## config.mk

```make
export PLATFORM = sky130hd
export DESIGN_NAME = blm_ctrl
export DESIGN_NICKNAME = d
export VERILOG_FILES = /design/src/design/blm_pkg.sv /design/src/design/blm_ctrl.sv
export SDC_FILE = /design/constraint.sdc
export NUM_CORES = 1
export LEC_CHECK = 0
export BUFFER_PORTS_ARGS = -buffer_cell sky130_fd_sc_hd__buf_2
export CAP_MARGIN = 20
export CORE_AREA = 5 5 44 46
export CTS_CLUSTER_SIZE = 14
export DETAILED_ROUTE_END_ITERATION = 8
export DIE_AREA = 0 0 49 51
export GPL_TIMING_DRIVEN = 0
export PLACE_DENSITY = 0.67
export SKIP_LAST_GASP = 1
export SLEW_MARGIN = 20
export SYNTH_ARGS = -nofsm -noshare
export SYNTH_HDL_FRONTEND = slang
export SYNTH_SLANG_ARGS = --single-unit
```

## constraint.sdc

```tcl
create_clock -name clock -period 1.4 [get_ports clock]
set_input_delay 0.28 -clock clock [delete_from_list [all_inputs] [get_ports clock]]
set_output_delay 0.28 -clock clock [all_outputs]
set_load 0.01 [all_outputs]
```

## src/design/blm_pkg.sv

```systemverilog
// Types, constants and helpers shared by the Brent line minimizer.
// No dependencies.
package blm_pkg;

   localparam int unsigned CGOLD_Q16 = 25033;
   localparam logic [15:0] REL_TOL_RESET = 16'd7;
   localparam int unsigned DIV_STEPS = 48;
   localparam int unsigned CNT_W = $clog2(DIV_STEPS);

   typedef enum logic [4:0] {
      ST_IDLE, ST_TOL_MUL, ST_TOL_SET, ST_CHECK,
      ST_M1, ST_M2, ST_M3, ST_M4, ST_M5, ST_M6, ST_M7, ST_M8, ST_M9,
      ST_DECIDE, ST_DIV_INIT, ST_DIV_STEP, ST_DIV_END, ST_ADJ,
      ST_GOLD, ST_GOLD_MUL, ST_GOLD_END, ST_FINAL
   } state_type;

   typedef enum logic [4:0] {
      OP_NONE, OP_ACCEPT, OP_TOL_MUL, OP_TOL_SET, OP_CHECK,
      OP_M1, OP_M2, OP_M3, OP_M4, OP_M5, OP_M6, OP_M7, OP_M8, OP_M9,
      OP_DIV_INIT, OP_DIV_STEP, OP_DIV_END, OP_ADJ,
      OP_GOLD, OP_GOLD_MUL, OP_GOLD_END, OP_FINAL
   } op_type;

   typedef struct packed {
      op_type op;
   } ctl_cmd_type;

   typedef struct packed {
      logic parab;
      logic reject;
      logic div_last;
      logic out_free;
   } dp_status_type;

   function automatic logic signed [31:0] sat32(input logic signed [67:0] v);
      logic signed [31:0] r;
      if (v > 68'sd2147483647) r = 32'sh7FFFFFFF;
      else if (v < -68'sd2147483648) r = 32'sh80000000;
      else r = v[31:0];
      return r;
   endfunction

   function automatic logic signed [33:0] sx34(input logic signed [31:0] v);
      return {{2{v[31]}}, v};
   endfunction

endpackage

```

## src/design/blm_ctrl.sv

```systemverilog
// Sequencer of the Brent line minimizer: walks one request through its micro-steps.
// Depends on blm_pkg.
module blm_ctrl import blm_pkg::*; (
   input  logic          clock,
   input  logic          reset,
   input  logic          req_valid,
   output logic          req_stall,
   input  dp_status_type status,
   output ctl_cmd_type   cmd
);

   state_type state_ff, state_in;

   always_ff @(posedge clock) begin
      if (reset) state_ff <= ST_IDLE;
      else state_ff <= state_in;
   end

   always_comb begin
      state_in = state_ff;
      unique case (state_ff)
         ST_IDLE:     if (req_valid) state_in = ST_TOL_MUL;
         ST_TOL_MUL:  state_in = ST_TOL_SET;
         ST_TOL_SET:  state_in = ST_CHECK;
         ST_CHECK:    state_in = status.parab ? ST_M1 : ST_GOLD;
         ST_M1:       state_in = ST_M2;
         ST_M2:       state_in = ST_M3;
         ST_M3:       state_in = ST_M4;
         ST_M4:       state_in = ST_M5;
         ST_M5:       state_in = ST_M6;
         ST_M6:       state_in = ST_M7;
         ST_M7:       state_in = ST_M8;
         ST_M8:       state_in = ST_M9;
         ST_M9:       state_in = ST_DECIDE;
         ST_DECIDE:   state_in = status.reject ? ST_GOLD : ST_DIV_INIT;
         ST_DIV_INIT: state_in = ST_DIV_STEP;
         ST_DIV_STEP: if (status.div_last) state_in = ST_DIV_END;
         ST_DIV_END:  state_in = ST_ADJ;
         ST_ADJ:      state_in = ST_FINAL;
         ST_GOLD:     state_in = ST_GOLD_MUL;
         ST_GOLD_MUL: state_in = ST_GOLD_END;
         ST_GOLD_END: state_in = ST_FINAL;
         ST_FINAL:    if (status.out_free) state_in = ST_IDLE;
         default:     state_in = ST_IDLE;
      endcase
   end

   always_comb begin
      cmd.op = OP_NONE;
      req_stall = 1'b1;
      unique case (state_ff)
         ST_IDLE: begin
            req_stall = 1'b0;
            if (req_valid) cmd.op = OP_ACCEPT;
         end
         ST_TOL_MUL:  cmd.op = OP_TOL_MUL;
         ST_TOL_SET:  cmd.op = OP_TOL_SET;
         ST_CHECK:    cmd.op = OP_CHECK;
         ST_M1:       cmd.op = OP_M1;
         ST_M2:       cmd.op = OP_M2;
         ST_M3:       cmd.op = OP_M3;
         ST_M4:       cmd.op = OP_M4;
         ST_M5:       cmd.op = OP_M5;
         ST_M6:       cmd.op = OP_M6;
         ST_M7:       cmd.op = OP_M7;
         ST_M8:       cmd.op = OP_M8;
         ST_M9:       cmd.op = OP_M9;
         ST_DECIDE:   cmd.op = OP_NONE;
         ST_DIV_INIT: cmd.op = OP_DIV_INIT;
         ST_DIV_STEP: cmd.op = OP_DIV_STEP;
         ST_DIV_END:  cmd.op = OP_DIV_END;
         ST_ADJ:      cmd.op = OP_ADJ;
         ST_GOLD:     cmd.op = OP_GOLD;
         ST_GOLD_MUL: cmd.op = OP_GOLD_MUL;
         ST_GOLD_END: cmd.op = OP_GOLD_END;
         ST_FINAL:    if (status.out_free) cmd.op = OP_FINAL;
         default:     cmd.op = OP_NONE;
      endcase
   end

endmodule

```

* Word-level counts from Yosys, hierarchy flattened
Cells that the tools add are included.
** Word-level totals
- Register bits after elaboration :: 5
- Bits of input ports :: 7
- Output and inout port bits :: 6
- Word-level logic and storage cells :: 38
** Cells by class
- Eq/ne operators :: 24
- Multiplexer cells :: 10
- Reduce and logical (&&, ||, !) cells :: 3
** Operator list (number)
- one-hot mux 5 bit (21 select lines) :: 2
- == test 5 x 4 -> 1 bit (second input constant) :: 8
- == test 5 bit (second input constant) :: 6
- two-way mux 5 bit :: 6
- == test 5 x 3 -> 1 bit (second input constant) :: 4
- == test 5 x 2 -> 1 bit (second input constant) :: 2
- inequality test 2 bit (second input constant) :: 3
- == test 5 x 1 -> 1 bit (second input constant) :: 1
- zero test 5 bit :: 1
- AND reduction 3 bit :: 1
- two-way mux 1 bit :: 2
- OR reduction 2 bit :: 1

* Logic depth before layout (Yosys ltp)
Gate-level depths: netlist (run 1).
- Word-level depth :: 3
- Gate-level depth with buffers :: 6
- Mapped depth without buffers :: 4

* Least setup slack after synthesis (run 1)
No wires, ideal clock.
- Kind :: register to output
- Start point :: register state_ff[1]
- End point :: output port cmd[2] (netlist bit)
- Data arrival time :: 1119 ps
- Required time :: 1120 ps
- Slack :: 1 ps
- Stages on the path, launching flop included :: 6
- Path buffers :: 2
- Path through :: dfxtp_1 -> clkbuf_1 -> buf_2 -> o21ai_0 -> a22oi_1 -> o21ai_0
** RTL lines
- start, declared :: line blm_ctrl.sv:12 : state_type state_ff, state_in;
- start signal, assigned :: line blm_ctrl.sv:16 : else state_ff <= state_in;
- end, declared :: line blm_ctrl.sv:9 : output ctl_cmd_type cmd

==> metrics.csv, run 1 <==
stage,metric,value,unit
layout,largestRegisters,state_ff x5,
yosys,synth_cells,88,
global_route,grt_pass1_wl,3100,um
min_path,holdCritPathClass,in2reg,
yosys,synth_nets,95,
timing,hold_ws,270,ps
setup_path,start_kind,flip-flop,
floorplan,rows,14,
setup_path,crit_path_end_kind,primary output,
route,viasPerCell,5.78,
placement,place_area,648,um^2
placement,dpl.hpwl,1130,um
placement,globalplace.congestion,0.844,
route,wire_per_inst,16.6,um
layout,layout_commonest_cell,buf_4,
global_route,grt_remaining_overflow,0,
timing,grt_setup_unrepaired,true,
power_and_ir_drop,irDropWorstVdd,0.615,mV
yosys,synth_mux_area_share,1.76,%
yosys,yosys_warnings,0,
timing,layout_setup_ws,-275,ps
layout,area_growth,78.0,%
route,ant_nets,0,
global_route,antenna_found_initial,0,
setup_path,crit_fanout,8,
setup_path,path_class,reg2out,
floorplan,initial_core_util,38.6,%
global_route,track_usage,15.5,%
clock_tree,clk_path_buf_depth,2,
yosys,synth_area,568,um^2
layout,fillCellCount,114,
setup_path,arrival,1390,ps
yosys,synth_xor_area_share,1.54,%
timing,max_freq,0.597,GHz
clock_tree,cts_max_level,1,
route,firstDrtPassIters,4,
clock_tree,cts_made_buffers,3,
layout,fin_cells,143,
timing,final_hold_viol_count,0,
timing,worstMarginPinSlew,442,ps
layout,diodes,0,
timing,clock_skew,0.164,ps
yosys,synth_seq_area_share,17.6,%
yosys,synth_compound_area_share,33.3,%
clock_tree,cts_sinks,5,
clock_tree,clk_latency,240,ps
run_status,outcome,"complete, but fails checks",
yosys,synth_top_family_by_area,simple AND/OR/NAND/NOR gates,
layout,largest_reg_flops,5,
clock_tree,cts_tree,built,
layout,drive_gt1_share,51.2,%
timing,setup_viol,8,
floorplan,die_h,51,um
flow_run,maxCapViolCount,0,
timing,slew_violations,0,
timing,min_period_over_period,120,%
layout,finalInstanceArea,1010,um^2
placement,placedCellCount,116,
route,vias,827,
route,dr.first_iter.drc_count,45,
global_route,grt_pass1_vias,715,
yosys,synth-simple-area-share,34.4,%
yosys,avgSynthCellArea,6.46,um^2
power_and_ir_drop,powerDensity,618,nW/um^2
clock_tree,clk_pin_slew,40,ps
run_status,violations,setup timing,
setup_path,worstPathRequired,1120,ps
placement,post-place-ws,-209,ps
floorplan,dieWidth,49,um
floorplan,die-area,2500,um^2
floorplan,num_io_pins,13,
route,drcViolationCount,0,
yosys,ys_ff_latch,5,
layout,layout_common_cells,"20 x buf_4, 14 x buf_2, 7 x nand2_1",
layout,nets,135,
timing,period_minus_slack,1670,ps
route,drt-total-wl,2380,um
yosys,synth_adder_area_share,0,%
layout,final_util,68.7,%
timing,relSlewSlack,70.3,%
power_and_ir_drop,p_leak,0.478,nW
layout,regMostFlops,state_ff,
yosys,ys_types,30,
placement,portBuffers,12,
global_route,grt_max_degree,11,
floorplan,design.core.area,1470,um^2
clock_tree,cts-root-buf,clkbuf_4,
-- cell usage after synthesis --
library cell,number,share of area [%]
o22ai_1,1,1.1
nand2b_1,7,7.7
nor2b_1,2,2.2
o31ai_1,1,1.3
o311ai_0,1,1.5
xnor2_1,1,1.5
nor2_1,8,5.3
nand3_1,3,2.6
nand3b_1,2,2.6
a31oi_1,2,2.2
a21o_1,1,1.3
clkbuf_1,1,0.66
a22oi_1,2,2.6
nor4_1,1,1.1
buf_6,1,2.0
dfxtp_1,5,18
inv_1,2,1.3
o2bb2ai_1,1,1.5
a222oi_1,1,1.8
nand2_1,11,7.3
a211oi_1,2,2.6
nor3_1,3,2.6
and4b_1,1,1.8
buf_2,7,6.2
a21oi_1,6,5.3
mux2i_1,1,1.8
buf_4,1,1.3
o21ai_0,9,7.9
or3_1,1,1.1
o21a_1,3,4.0
-- critical path, stage by stage (launching register included) --
cell and delay, ps:
dfxtp_1 300, buf_6 140, buf_8 140, buf_4 140, nand2b_4 60, nand2_1 60, a21oi_1 180, buf_2 150
-- stage by stage --
stage          setup TNS (ps)  power [mW]
2_1_floorplan               0       0.288
3_3_place_gp             -439       0.343
3_5_place_dp             -480       0.344
4_1_cts                  -926       0.583
5_1_grt                 -2000       0.673
6_report                -1230       0.624
-- what timing repair did --
item                                    4_1_cts  5_1_grt
endpoints found under the hold margin         0        0
endpoints found under the setup margin        6        9
gates cloned                                  1        1
pin swaps                                     4       10
hold buffers                                  0        0
buffers inserted                              9       16
resized for setup                            36       12
-- logic make-up after synthesis --
kind of cell,after synthesis
and+or+nand+nor,39
AOI/OAI and AO/OA,30
buffers and inverters,12
DFF,5
xor gates and xnor gates,1
muxes,1
-- report_power, final --
part           switching, mW  total, mW  internal (mW)
Sequential            0.0127      0.166          0.153
Clock                 0.0589      0.167          0.108
Combinational          0.146      0.292          0.146
Total                  0.218      0.624          0.406
-- layout make-up --
cell class / instances / area [um^2] / share of cell area (%)
buffer: 9 / 116 / 11.5
clock buffer: 4 / 26.3 / 2.60
inverter: 2 / 7.51 / 0.743
multi-input combinational: 71 / 484 / 47.9
sequential: 5 / 105 / 10.4
tap: 16 / 20.0 / 1.98
timing repair buffer: 36 / 251 / 24.9
-- path summary, 6_finish.rpt --
check                            from                        to  slack (ps)  cells past startpoint
max          state_ff[0]$_SDFFE_PP0P_                    cmd[4]        -270                      7
min                             reset  state_ff[1]$_SDFFE_PP0P_         270                      2
max reg2reg  state_ff[3]$_SDFFE_PP0P_  state_ff[4]$_SDFFE_PP0P_         -70                      6
min reg2reg  state_ff[1]$_SDFFE_PP0P_  state_ff[1]$_SDFFE_PP0P_         680                      2
-- per-layer routing --
| layer | track usage, % | up-vias | share of wire, % |
|---|---|---|---|
| met5 | 0 | - | 0 |
| met2 | 27.0 | 40 | 51 |
| met4 | 5.83 | 0 | 1.2 |
| li1 | - | 388 | - |
| met3 | 3.49 | 4 | 6.0 |
| met1 | 18.5 | 395 | 42 |
(Power assumes the default switching activity.)
==> run 2: changes to the inputs <==
==> constraint.sdc (replaced) <==
create_clock -name clock -period 1.75 [get_ports clock]
set_input_delay 0.35 -clock clock [delete_from_list [all_inputs] [get_ports clock]]
set_output_delay 0.35 -clock clock [all_outputs]
set_load 0.01 [all_outputs]
==> run 2 against run 1 <==
The flow now finishes without violations. Worst setup slack improved by 300 ps. Utilization is 8.4 points lower. Final area down 12%. First-iteration DRC count shrank 33%. Sequential power fell by 21%. Routed wire length is 17% lower. Die area unchanged. Combinational power down 28%. Hold slack improved by 65 ps. Largest cell class unchanged. Highest routed layer is now met3.
==> metrics.csv, run 2 (same netlist as run 1, synthesis figures left out) <==
stage,metric,value,unit
power_and_ir_drop,pwr-share-clk,28.2,%
run_status,outcome,completed,
placement,dpl.hpwl,1130,um
flow_run,maxCapViolCount,0,
power_and_ir_drop,powerDensity,534,nW/um^2
clock_tree,cts_tree,built,
timing,clock_skew,1.70,ps
power_and_ir_drop,irDropWorstVdd,0.427,mV
setup_path,start_kind,flip-flop,
floorplan,die_h,51,um
layout,drive_gt1_share,41.7,%
min_path,holdCritPathClass,in2reg,
layout,regArea,110,um^2
timing,max_freq,0.581,GHz
route,drt-total-wl,1970,um
power_and_ir_drop,p_sw,0.161,mW
route,ant_nets,0,
power_and_ir_drop,p_comb_share,44.1,%
clock_tree,clk_pin_slew,40,ps
setup_path,crit_fanout,8,
global_route,grt_pass1_vias,589,
placement,post-place-ws,70.8,ps
timing,layout_setup_ws,29.7,ps
timing,grt_setup_unrepaired,true,
global_route,track_usage,13.0,%
layout,largestRegisters,state_ff x5,
route,vias,775,
setup_path,rrSetupSlack,220,ps
power_and_ir_drop,power_frac_seq,27.7,%
placement,placedCellCount,116,
timing,fin_setup_tns,0,ps
placement,globalplace.congestion,0.844,
route,wire_per_inst,15.1,um
floorplan,design.core.area,1470,um^2
clock_tree,cts-root-buf,clkbuf_4,
timing,worstMarginPinSlew,457,ps
timing,setup_viol,0,
floorplan,dieWidth,49,um
setup_path,arrival,1370,ps
power_and_ir_drop,p_int,0.313,mW
layout,layout_common_cells,"13 x buf_2, 11 x buf_4, 9 x nand2_1",
global_route,grt_max_degree,11,
layout,layout_commonest_cell,buf_2,
clock_tree,cts_sinks,5,
floorplan,initial_core_util,38.6,%
floorplan,rows,14,
route,dr.first_iter.drc_count,30,
global_route,grt_pass1_wl,2630,um
layout,multi_input_area,459,um^2
clock_tree,clk_path_buf_depth,2,
layout,diodes,0,
global_route,grt_remaining_overflow,0,
setup_path,path_class,reg2out,
layout,area_growth,56.2,%
power_and_ir_drop,swShare,33.9,%
timing,period_minus_slack,1720,ps
floorplan,num_io_pins,13,
setup_path,crit_path_end_kind,primary output,
floorplan,die-area,2500,um^2
timing,relSlewSlack,69.2,%
layout,regMostFlops,state_ff,
layout,fillCellCount,128,
clock_tree,clk_latency,240,ps
route,firstDrtPassIters,4,
setup_path,worstPathRequired,1400,ps
power_and_ir_drop,p_total,0.473,mW
route,viasPerCell,5.92,
route,drcViolationCount,0,
layout,fin_cells,131,
timing,slew_violations,0,
timing,min_period_over_period,98.3,%
timing,final_hold_viol_count,0,
clock_tree,cts_max_level,1,
global_route,antenna_found_initial,0,
power_and_ir_drop,p_leak,0.392,nW
layout,largest_reg_flops,5,
placement,portBuffers,12,
layout,final_util,60.3,%
clock_tree,cts_made_buffers,3,
layout,nets,123,
run 2: changes by cell type in the layout (fill, tap and decap cells not counted), moves of 2 or more:
cell / change
buf_4: -9
dfxtp_4: +2
nand2_2: -2
nand2_1: +2
dfxtp_2: -2
o21ai_0: +2
run 2: metal layers:
| layer | track usage (%) | part of all wire (%) | vias to the layer above |
|---|---|---|---|
| li1 | - | - | 376 |
| met2 | 20.4 | 52 | 24 |
| met3 | 3.49 | 4.6 | 0 |
| met4 | 4.04 | 0 | 0 |
| met5 | 0 | 0 | - |
| met1 | 17.3 | 43 | 375 |
run 2: per-stage QoR:
stage	hold WS [ps]	cell area [um^2]
finish	334	887
detailed placement	591	648
CTS	326	739
global placement	587	648
floorplan	419	568
global route	330	887
run 2: area by class of cell:
class | instances | area share, %
plain buffers | 9 | 13.1
clock buffers | 4 | 2.96
inverters | 2 | 0.846
multi-input cells | 71 | 51.8
flip-flops and latches | 5 | 12.4
well taps | 16 | 2.26
repair buffers | 24 | 16.6
run 2: power by group through the flow:
stage	sequential (mW)	combinational [mW]	clock (mW)
6_report	0.131	0.209	0.134
5_1_grt	0.131	0.228	0.153
4_1_cts	0.129	0.163	0.137
3_5_place_dp	0.125	0.151	0
3_3_place_gp	0.125	0.150	0
2_1_floorplan	0.125	0.106	0
run 2: what timing repair did:
item,in CTS,in global routing
cloned,0,1
setup endpoints to repair,4,4
resized for setup,17,24
pin swaps,1,6
buffers inserted,2,9
hold buffers,0,0
run 2: worst paths after layout:
kind                            start                  endpoint  depth (start not counted)
max          state_ff[2]$_SDFFE_PP0P_                    cmd[0]                          6
min reg2reg  state_ff[1]$_SDFFE_PP0P_  state_ff[1]$_SDFFE_PP0P_                          2
min                             reset  state_ff[1]$_SDFFE_PP0P_                          2
max reg2reg  state_ff[2]$_SDFFE_PP0P_  state_ff[4]$_SDFFE_PP0P_                          6
run 2: critical path, cell delays in order, from the launching register on:
cell and delay [ps]:
dfxtp_2 310, buf_6 130, nor3_4 170, nand2b_1 100, a22oi_1 190, o22ai_1 90
buf_2 140
